<file path="src/rtl/pbin_pkg.sv">
// ----------------------------------------------------------------------------
// pbin_pkg
// Shared types and constants of the per-second packet binning block.
// ----------------------------------------------------------------------------
package pbin_pkg;

    localparam int CAPACITY_DEF = 32;
    localparam int MAX_BATCH    = 32;
    localparam int SEC_W        = 32;
    localparam int CNT_W        = 32;
    localparam int CFG_W        = 6;

    localparam logic [CFG_W-1:0] FLUSH_OCC_RST  = 6'd20;
    localparam logic [CFG_W-1:0] BATCH_SIZE_RST = 6'd10;

    // configuration register indexes
    typedef enum logic {
        REG_FLUSH_OCC  = 1'b0,
        REG_BATCH_SIZE = 1'b1
    } cfg_reg_t;

    typedef enum logic [1:0] {
        S_IDLE,
        S_CHECK,
        S_FLUSH
    } state_t;

    typedef enum logic [1:0] {
        OP_HOLD,
        OP_UPDATE,
        OP_SHIFT
    } cell_op_t;

    // command broadcast to every cell of the chain
    typedef struct packed {
        cell_op_t op;
        logic     do_insert;
    } cell_cmd_t;

endpackage

</file>
<file path="src/rtl/pbin_ctrl.sv">
// ----------------------------------------------------------------------------
// pbin_ctrl
// Sequencer: configuration registers, occupancy, flush decision and batch
// countdown, and the command for the cell chain.
// ----------------------------------------------------------------------------
module pbin_ctrl
    import pbin_pkg::*;
#(
    parameter int CAPACITY = CAPACITY_DEF,
    parameter int OW       = $clog2(CAPACITY + 1)
)
(
    input  logic             clk,
    input  logic             rst_n,
    input  logic             cfg_we,
    input  logic             cfg_index,
    input  logic [CFG_W-1:0] cfg_data,
    input  logic             in_valid,
    input  logic             match_any,
    input  logic             slot_free,
    output logic             in_stall,
    output cell_cmd_t        cmd,
    output logic [OW-1:0]    occ,
    output logic             load_out,
    output logic             load_last
);

    localparam int CMPW = (OW > CFG_W) ? OW : CFG_W;
    localparam logic [CMPW-1:0] CAP_C   = CMPW'(CAPACITY);
    localparam logic [CMPW-1:0] BATCH_C = CMPW'(MAX_BATCH);

    state_t            state_reg;
    state_t            state_next;
    logic [OW-1:0]     occ_reg;
    logic [OW-1:0]     occ_next;
    logic [CMPW-1:0]   remain_reg;
    logic [CMPW-1:0]   remain_next;
    logic [CFG_W-1:0]  flush_occ_reg;
    logic [CFG_W-1:0]  batch_size_reg;

    logic              accept_in;
    logic              full;
    logic              shift_go;
    logic [CMPW-1:0]   occ_ext;
    logic [CMPW-1:0]   flush_eff;
    logic [CMPW-1:0]   batch_eff;

    assign full      = (occ_reg == OW'(CAPACITY));
    assign occ_ext   = CMPW'(occ_reg);
    assign accept_in = (state_reg == S_IDLE) && in_valid;
    assign shift_go  = (state_reg == S_FLUSH) && slot_free;
    assign occ       = occ_reg;

    always_comb
    begin
        flush_eff = CMPW'(flush_occ_reg);
        if (flush_eff < CMPW'(2))
            flush_eff = CMPW'(2);
        if (flush_eff > CAP_C)
            flush_eff = CAP_C;

        batch_eff = CMPW'(batch_size_reg);
        if (batch_eff == '0)
            batch_eff = CMPW'(1);
        if (batch_eff > BATCH_C)
            batch_eff = BATCH_C;
        if (batch_eff > occ_ext)
            batch_eff = occ_ext;
    end

    // next state
    always_comb
    begin
        state_next = state_reg;
        case (state_reg)
            S_IDLE:
            begin
                if (in_valid)
                    state_next = S_CHECK;
            end
            S_CHECK:
            begin
                if (occ_ext >= flush_eff)
                    state_next = S_FLUSH;
                else
                    state_next = S_IDLE;
            end
            S_FLUSH:
            begin
                if (slot_free && (remain_reg == CMPW'(1)))
                    state_next = S_IDLE;
            end
            default:
            begin
                state_next = S_IDLE;
            end
        endcase
    end

    // outputs and datapath control
    always_comb
    begin
        in_stall      = (state_reg != S_IDLE);
        cmd.do_insert = !match_any && !full;
        load_out      = shift_go;
        load_last     = (remain_reg == CMPW'(1));
        occ_next      = occ_reg;
        remain_next   = remain_reg;
        if (accept_in)
            cmd.op = OP_UPDATE;
        else if (shift_go)
            cmd.op = OP_SHIFT;
        else
            cmd.op = OP_HOLD;

        if (accept_in && cmd.do_insert)
            occ_next = occ_reg + 1'b1;
        else if (shift_go)
            occ_next = occ_reg - 1'b1;

        if (state_reg == S_CHECK)
            remain_next = batch_eff;
        else if (shift_go)
            remain_next = remain_reg - 1'b1;
    end

    always_ff @(posedge clk or negedge rst_n)
    begin
        if (!rst_n)
        begin
            state_reg      <= S_IDLE;
            occ_reg        <= '0;
            remain_reg     <= '0;
            flush_occ_reg  <= FLUSH_OCC_RST;
            batch_size_reg <= BATCH_SIZE_RST;
        end
        else
        begin
            state_reg  <= state_next;
            occ_reg    <= occ_next;
            remain_reg <= remain_next;
            if (cfg_we)
            begin
                if (cfg_index == REG_FLUSH_OCC)
                    flush_occ_reg <= cfg_data;
                else
                    batch_size_reg <= cfg_data;
            end
        end
    end

    a_occ_bound: assert property (@(posedge clk) disable iff (!rst_n)
        occ_ext <= CAP_C)
        else $error("occupancy above capacity");

    a_flush_remain: assert property (@(posedge clk) disable iff (!rst_n)
        (state_reg == S_FLUSH) |-> (remain_reg != '0) && (remain_reg <= occ_ext))
        else $error("flush countdown out of range");

    a_accept_check: assert property (@(posedge clk) disable iff (!rst_n)
        accept_in |=> (state_reg == S_CHECK))
        else $error("accepted item not followed by flush check");

    a_shift_occ: assert property (@(posedge clk) disable iff (!rst_n)
        shift_go |=> (occ_reg == $past(occ_reg) - 1'b1))
        else $error("drain did not drop occupancy");

endmodule
</file>
<file path="config.mk">
export PLATFORM = sky130hd
export DESIGN_NAME = pbin_ctrl
export DESIGN_NICKNAME = d
export VERILOG_FILES = /design/src/rtl/pbin_pkg.sv /design/src/rtl/pbin_ctrl.sv
export SDC_FILE = /design/constraint.sdc
export NUM_CORES = 1
export LEC_CHECK = 0
export ABC_AREA = 0
export BUFFER_PORTS_ARGS = -buffer_cell sky130_fd_sc_hd__buf_4
export CORE_ASPECT_RATIO = 0.9
export CORE_UTILIZATION = 43
export CTS_CLUSTER_SIZE = 30
export DETAILED_ROUTE_END_ITERATION = 6
export GPL_TIMING_DRIVEN = 0
export PLACE_DENSITY_LB_ADDON = 0.05
export SETUP_SLACK_MARGIN = 0.15
export SKIP_LAST_GASP = 1
export SLEW_MARGIN = 20
export SYNTH_ARGS = -nofsm -noshare
export SYNTH_HDL_FRONTEND = slang
export SYNTH_SLANG_ARGS = --single-unit
</file>
<file path="constraint.sdc">
create_clock -name clk -period 4.1 [get_ports clk]
set_input_delay 0.41 -clock clk [delete_from_list [all_inputs] [get_ports clk]]
set_output_delay 0.41 -clock clk [all_outputs]
set_load 0.1 [all_outputs]
</file>
==> results by group, run 1 <==
Synth
  • Simple-Gate Fraction of Synth Area: 0.180
  • Post-synthesis mux area share: 0.0992
  • Number of synthesized flops with an enable pin: 0
  • Synth area leaders: dfrtp_1 29%, ha_1 12%, mux2_2 7.2%
  • Sequential share of the synthesized area: 0.351
  • Mapped Area: 1870 µm²
  • Yosys top cell by area: dfrtp_1
  • Synth unique cells: 48
  • Synth top area share: 0.295
  • Syn_nets: 218
  • XOR/XNOR Fraction of Synth Area: 0.0469
  • Largest family of logic cells by synthesized area: simple AND/OR/NAND/NOR gates
  • Synthesized flop and latch total: 26
  • Post-synthesis compound-gate area fraction: 0.147
  • Ys async rst share: 1.00
  • Yosys warnings: 0
  • Synth Flop Type: dfrtp_1
  • Commonest cells post-synth: 22 x dfrtp_1, 18 x ha_1, 14 x inv_1
  • Synth Area in Adders: 0.131
  • Synthesized instance count: 186
  • Most frequent cell after synthesis: dfrtp_1
  • Syn_area_per_cell: 10.0 µm²

Worst setup path
  • Top delay family on crit path: compound AO/OA/AOI/OAI gates
  • Crit path kind: reg -> reg
  • CP bufs+invs: 1
  • Crit path max-delay cell type: dfrtp_1
  • Critical-path maximum fanout: 9
  • Critical Path End Type: register
  • Worst path cell trace: nor4b_1, a31oi_2, and2_4, inv_1, ha_1, a211oi_1, o21bai_1, a21oi_1, mux2i_1, xnor2_1
  • CP required: 4.31 ns
  • Critical path's largest stage delay: 0.54 ns
  • Arr. time, crit path: 2.99 ns
  • Startpoint types: register

Pwr
  • Clock power frac: 0.097
  • Sw Share: 0.531
  • Total power: 1.77 mW
  • Pwr Density: 815 nW/µm²
  • Reg power frac: 0.267
  • Logic pwr share: 0.636
  • Leakage power: 0.993 nW
  • Worst VDD drop: 0.746 mV
  • NetSw: 942 µW
  • Power Internal: 831 µW

Drt
  • DR vias: 1451
  • Pre-Repair DR Iteration Count: 4
  • DRT iter0 DRCs: 69
  • Post-Route WL: 4070 µm
  • Remaining DRCs: 0
  • Final antenna-violating net count: 0
  • Routed wire length per instance: 15.5 µm
  • Drt via density: 5.54

Clock tree
  • Hold buffers post-CTS: 0
  • Clk_lat worst skew: 0.28 ns
  • CTS tree: yes
  • Clock sink count: 26
  • Post-CTS resize count: 0
  • Num CTS Buffers: 3
  • Worst-case clock buffer depth: 2
  • CTS H-tree depth: 1
  • Postcts setup bufs: 0
  • Root buffer cell: clkbuf_8
  • CTS clk-pin slew, worst paths: 0.10 ns

Floorplanning
  • Die Width: 71.5 µm
  • Site row count: 22
  • Initial Util: 0.452
  • Top Ports: 25
  • Core area: 4130 µm²
  • Die height: 64.5 µm
  • Total Die Area: 4610 µm²

Global route
  • Overflow after GRT: 0
  • Largest net degree at the start of global routing: 27
  • Top Usage Layer GRT: met2
  • Routing usage on met1: 0.260
  • Wire length of the first global-routing pass: 6910 µm
  • Initial antenna violation count: 0
  • GRT met2 Usage: 0.321
  • GRT Util Overall: 0.195
  • Vias in the first global route: 1435
  • Met3 usage: 0.0420

Timing
  • Pins Over Slew Limit: 0
  • Post-Route Skew: 0.0143 ns
  • Worst Max-Slew Pin Slew: 0.424 ns
  • Fmax: 0.360 GHz
  • Min Tclk post-route: 2.78 ns
  • Unrepaired setup endpoints after global routing: false
  • Setup TNS: 0 ns
  • Final setup vio count: 0
  • Count of final hold-check violations: 0
  • Crit share post-route: 0.677
  • Slew Limit Headroom: 0.717

Placed design
  • Dpl cells: 258
  • DP HPWL: 3140 µm
  • Routability-driven placement congestion ratio: 0.879
  • IO Port Bufs: 24

Run status
  • Outcome: finished, final reports clean

Layout
  • Antenna diodes: 0
  • Sequential Area: 656 µm²
  • P&R area growth vs syn: 16.5%
  • Layout fillers: 380
  • Area of the multi-input gates: 1140 µm²
  • Layout Nets: 247
  • Layout cells sized above 1: 0.262
  • Post-route insts no fill: 262

Hold path
  • Worst min-delay path class: in -> async

Job
  • Max-capacitance violation count: 0
[routing by layer]
metal	vias to the layer above	routed length [µm]
li1	730	-
met1	690	1970
met2	23	1920
met3	8	129
met4	0	57
met5	-	0
[kinds of logic (layout without fill, tap and decap cells)]
logic type | Yosys count | count (layout)
adders and majority gates | 19 | 19
and+or+nand+nor | 54 | 54
DFF | 26 | 26
muxes | 17 | 17
AOI/OAI and AO/OA | 40 | 40
xor gates and xnor gates | 10 | 10
buffers and inverters | 20 | 48
[metrics by stage]
step                      setup WS (ns)  utilization  hold WS (ns)  cell area [µm²]
after detailed placement           1.35        0.513         0.345             2120
final                              1.32        0.527        0.0241             2170
after CTS                          1.31        0.527        0.0321             2170
after global routing              0.996        0.527        0.0373             2170
after global placement             1.46        0.513         0.334             2120
after floorplan                   0.140            -         0.114             1880
[power groups by stage]
stage               registers (mW)  logic (mW)  clock network, mW
floorplan                    0.659       0.692                  0
global placement             0.475        1.10                  0
detailed placement           0.479        1.13                  0
CTS                          0.475        1.13              0.178
global route                 0.491        1.23              0.190
finish                       0.474        1.13              0.172
[cell type report]
cell class	instances	share of cell area
well taps	48	0.0276
inverters	14	0.0242
plain buffers	6	0.0138
clock buffers	4	0.0253
flip-flops and latches	26	0.301
repair buffers	24	0.0829
multi-input cells	140	0.525
[worst paths after layout]
| path | slack [ns] | cells after the start | from | to |
|---|---|---|---|---|
| worst max-delay path | 1.32 | 10 | occ[0] | occ[5] |
| worst min-delay path | 0.02 | 1 | rst_n | remain_reg[2] |
| worst max register to register | 1.32 | 10 | occ[0] | occ[5] |
| worst min register to register | 0.51 | 1 | flush_occ_reg[0] | flush_occ_reg[0] |
| max in group asynchronous | 3.75 | 1 | rst_n | batch_size_reg[3] |
| min in group clk | 0.36 | 3 | in_valid | state_reg[0] |
[layout by cell type, fill, tap and decap left out, drive strengths merged, types with 5 or more instances in the layout]
cell type	synthesis	routed
nor2	10	10
dfrtp	22	22
clkbuf	4	8
a21o	5	5
xnor2	6	6
nor2b	6	6
ha	18	18
inv	14	14
mux2	12	12
buf	2	26
a21oi	10	10
mux2i	5	5
o21ai	8	8
nand2	10	10
No activity file was read; power rests on OpenSTA's default activity.
==> run 2: changes to the inputs <==
- clock period: 4.1 -> 2.5 ns (I/O delays scaled with it)
==> results by group, run 2 (synthesis gave the netlist of run 1 again) <==
Drt
  • DR vias: 1495 (+3.0%)
  • Remaining DRCs: 0 (unchanged)
  • Drt via density: 5.58 (+0.73%)
  • Final antenna-violating net count: 0 (unchanged)
  • Routed wire length per instance: 15.6 µm (+0.53%)
  • Post-Route WL: 4180 µm (+2.8%)
  • DRT iter0 DRCs: 99 (+43%)
  • Pre-Repair DR Iteration Count: 4 (unchanged)

Timing
  • Crit share post-route: 0.945 (+0.268)
  • Count of final hold-check violations: 0 (unchanged)
  • Final hold slack: 0.186 ns (+0.162 ns)
  • Setup TNS: 0 ns (unchanged)
  • Min Tclk post-route: 2.36 ns (-0.414 ns)
  • Min setup slack post-route: 0.138 ns (-1.19 ns)
  • Worst Max-Slew Pin Slew: 0.410 ns (-0.0138 ns)
  • Pins Over Slew Limit: 0 (unchanged)
  • Post-Route Skew: 0.00569 ns (-0.00857 ns)
  • Unrepaired setup endpoints after global routing: true
  • Slew Limit Headroom: 0.726 (+0.00921)
  • Final setup vio count: 0 (unchanged)
  • Fmax: 0.423 GHz (+18%)

Placed design
  • Placed Area: 2210 µm² (+4.3%)
  • Routability-driven placement congestion ratio: 0.857 (-2.4%)
  • Dpl cells: 258 (unchanged)
  • Pre-CTS WS: -0.0248 ns (-1.38 ns)
  • IO Port Bufs: 24 (unchanged)
  • DP HPWL: 3190 µm (+1.3%)

Global route
  • Initial antenna violation count: 0 (unchanged)
  • Largest net degree at the start of global routing: 27 (unchanged)
  • Wire length of the first global-routing pass: 7110 µm (+3.0%)
  • Vias in the first global route: 1449 (+0.98%)
  • GRT Util Overall: 0.201 (+0.00595)
  • Overflow after GRT: 0 (unchanged)

Pwr
  • Worst VDD drop: 1.23 mV (+65%)
  • Logic pwr share: 0.641 (+0.005)
  • NetSw: 1.63 mW (+73%)
  • Power Internal: 1.58 mW (+91%)
  • Pwr Density: 1370 nW/µm² (+69%)
  • Sw Share: 0.508 (-0.0237)
  • Clock power frac: 0.112 (+0.015)
  • Leakage power: 1.04 nW (+4.6%)
  • Reg power frac: 0.247 (-0.020)

Floorplanning
  • Total Die Area: 4610 µm² (unchanged)
  • Die height: 64.5 µm (unchanged)
  • Core area: 4130 µm² (unchanged)
  • Initial Util: 0.452 (unchanged)
  • Die Width: 71.5 µm (unchanged)
  • Top Ports: 25 (unchanged)
  • Site row count: 22 (unchanged)

Worst setup path
  • Crit path from: occ[1]
  • Critical Path End Type: register
  • CP required: 2.70 ns (-1.61 ns)
  • Crit path kind: reg -> reg
  • Startpoint types: register
  • Reg2reg path depth: 10 (unchanged)
  • Arr. time, crit path: 2.57 ns (-0.42 ns)
  • Worst r2r src: occ[1]
  • Critical-path maximum fanout: 5 (-4)

Clock tree
  • CTS tree: yes
  • Num CTS Buffers: 3 (unchanged)
  • CTS clk-pin slew, worst paths: 0.10 ns (about the same)
  • Root buffer cell: clkbuf_8
  • Clock sink count: 26 (unchanged)
  • CTS H-tree depth: 1 (unchanged)
  • Worst-case clock buffer depth: 2 (unchanged)
  • Clk_lat worst skew: 0.28 ns (about the same)

Layout
  • Area of the multi-input gates: 1220 µm² (+6.6%)
  • Layout fillers: 393 (+3.4%)
  • Commonest non-fill, non-tap cell in the layout: buf_4
  • Sequential Area: 677 µm² (+3.2%)
  • Commonest non-fill, non-tap cells in the layout: 31 x buf_4, 16 x ha_1, 15 x dfrtp_1
  • Layout Nets: 253 (+2.4%)
  • Post-route insts no fill: 268 (+2.3%)
  • P&R area growth vs syn: 25.3%
  • Antenna diodes: 0 (unchanged)
  • Layout cells sized above 1: 0.355 (+0.0929)
  • Final instance area: 2340 µm² (+7.6%)

Run status
  • Outcome: finished, final reports clean

Hold path
  • Hold Path Stages: 3
  • Worst min-delay path class: in -> reg
  • Hold Startpoint: cfg_data[5]

Job
  • Max-capacitance violation count: 0 (unchanged)
==> run 2: repair_timing <==
action,in CTS,in global routing
setup buffers,4,1
endpoints found under the setup margin,1,6
endpoints found under the hold margin,22,0
gates resized for setup,2,3
hold buffers,1,0
pin swaps,6,4
==> run 2: critical path, cell delays in order (launching register included) <==
cell and delay (ns):
dfrtp_4 0.51, nor4b_4 0.34, a31oi_4 0.12, and2_4 0.19
inv_6 0.08, ha_4 0.20, a211oi_2 0.18, o21bai_1 0.10
a21oi_2 0.17, mux2i_1 0.25, xnor2_1 0.14
==> run 2: stage by stage <==
step | util | power, mW
floorplan | - | 2.36
global placement | 0.535 | 2.74
detailed placement | 0.535 | 2.79
CTS | 0.564 | 3.21
global route | 0.567 | 3.43
finish | 0.567 | 3.22
==> run 2: routing by layer <==
metal	routed length, µm	GRT usage
met5	0	0
met4	30	0.0539
met3	128	0.0358
met2	2000	0.326
met1	2020	0.278
==> run 2: path summary, 6_finish.rpt <==
kind	to	slack, ns
worst min register to register	batch_size_reg[0]	0.53
worst max-delay path	occ[5]	0.14
min in group asynchronous	state_reg[1]	0.40
max in group asynchronous	flush_occ_reg[4]	1.79
worst min-delay path	flush_occ_reg[5]	0.19
worst max register to register	occ[5]	0.14
==> run 2: power groups by stage <==
stage | sequential (mW) | clock, mW | combinational, mW
6_report | 0.794 | 0.361 | 2.06
3_3_place_gp | 0.849 | 0 | 1.89
5_1_grt | 0.823 | 0.382 | 2.22
2_1_floorplan | 1.15 | 0 | 1.21
4_1_cts | 0.795 | 0.371 | 2.05
3_5_place_dp | 0.859 | 0 | 1.93
==> run 2: area by class of cell <==
class | count | area share
flip-flops and latches | 26 | 0.289
clock inverters | 1 | 0.0128
multi-input cells | 140 | 0.520
well taps | 48 | 0.0257
plain buffers | 6 | 0.0128
inverters | 14 | 0.0246
clock buffers | 3 | 0.0176
repair buffers | 30 | 0.0973
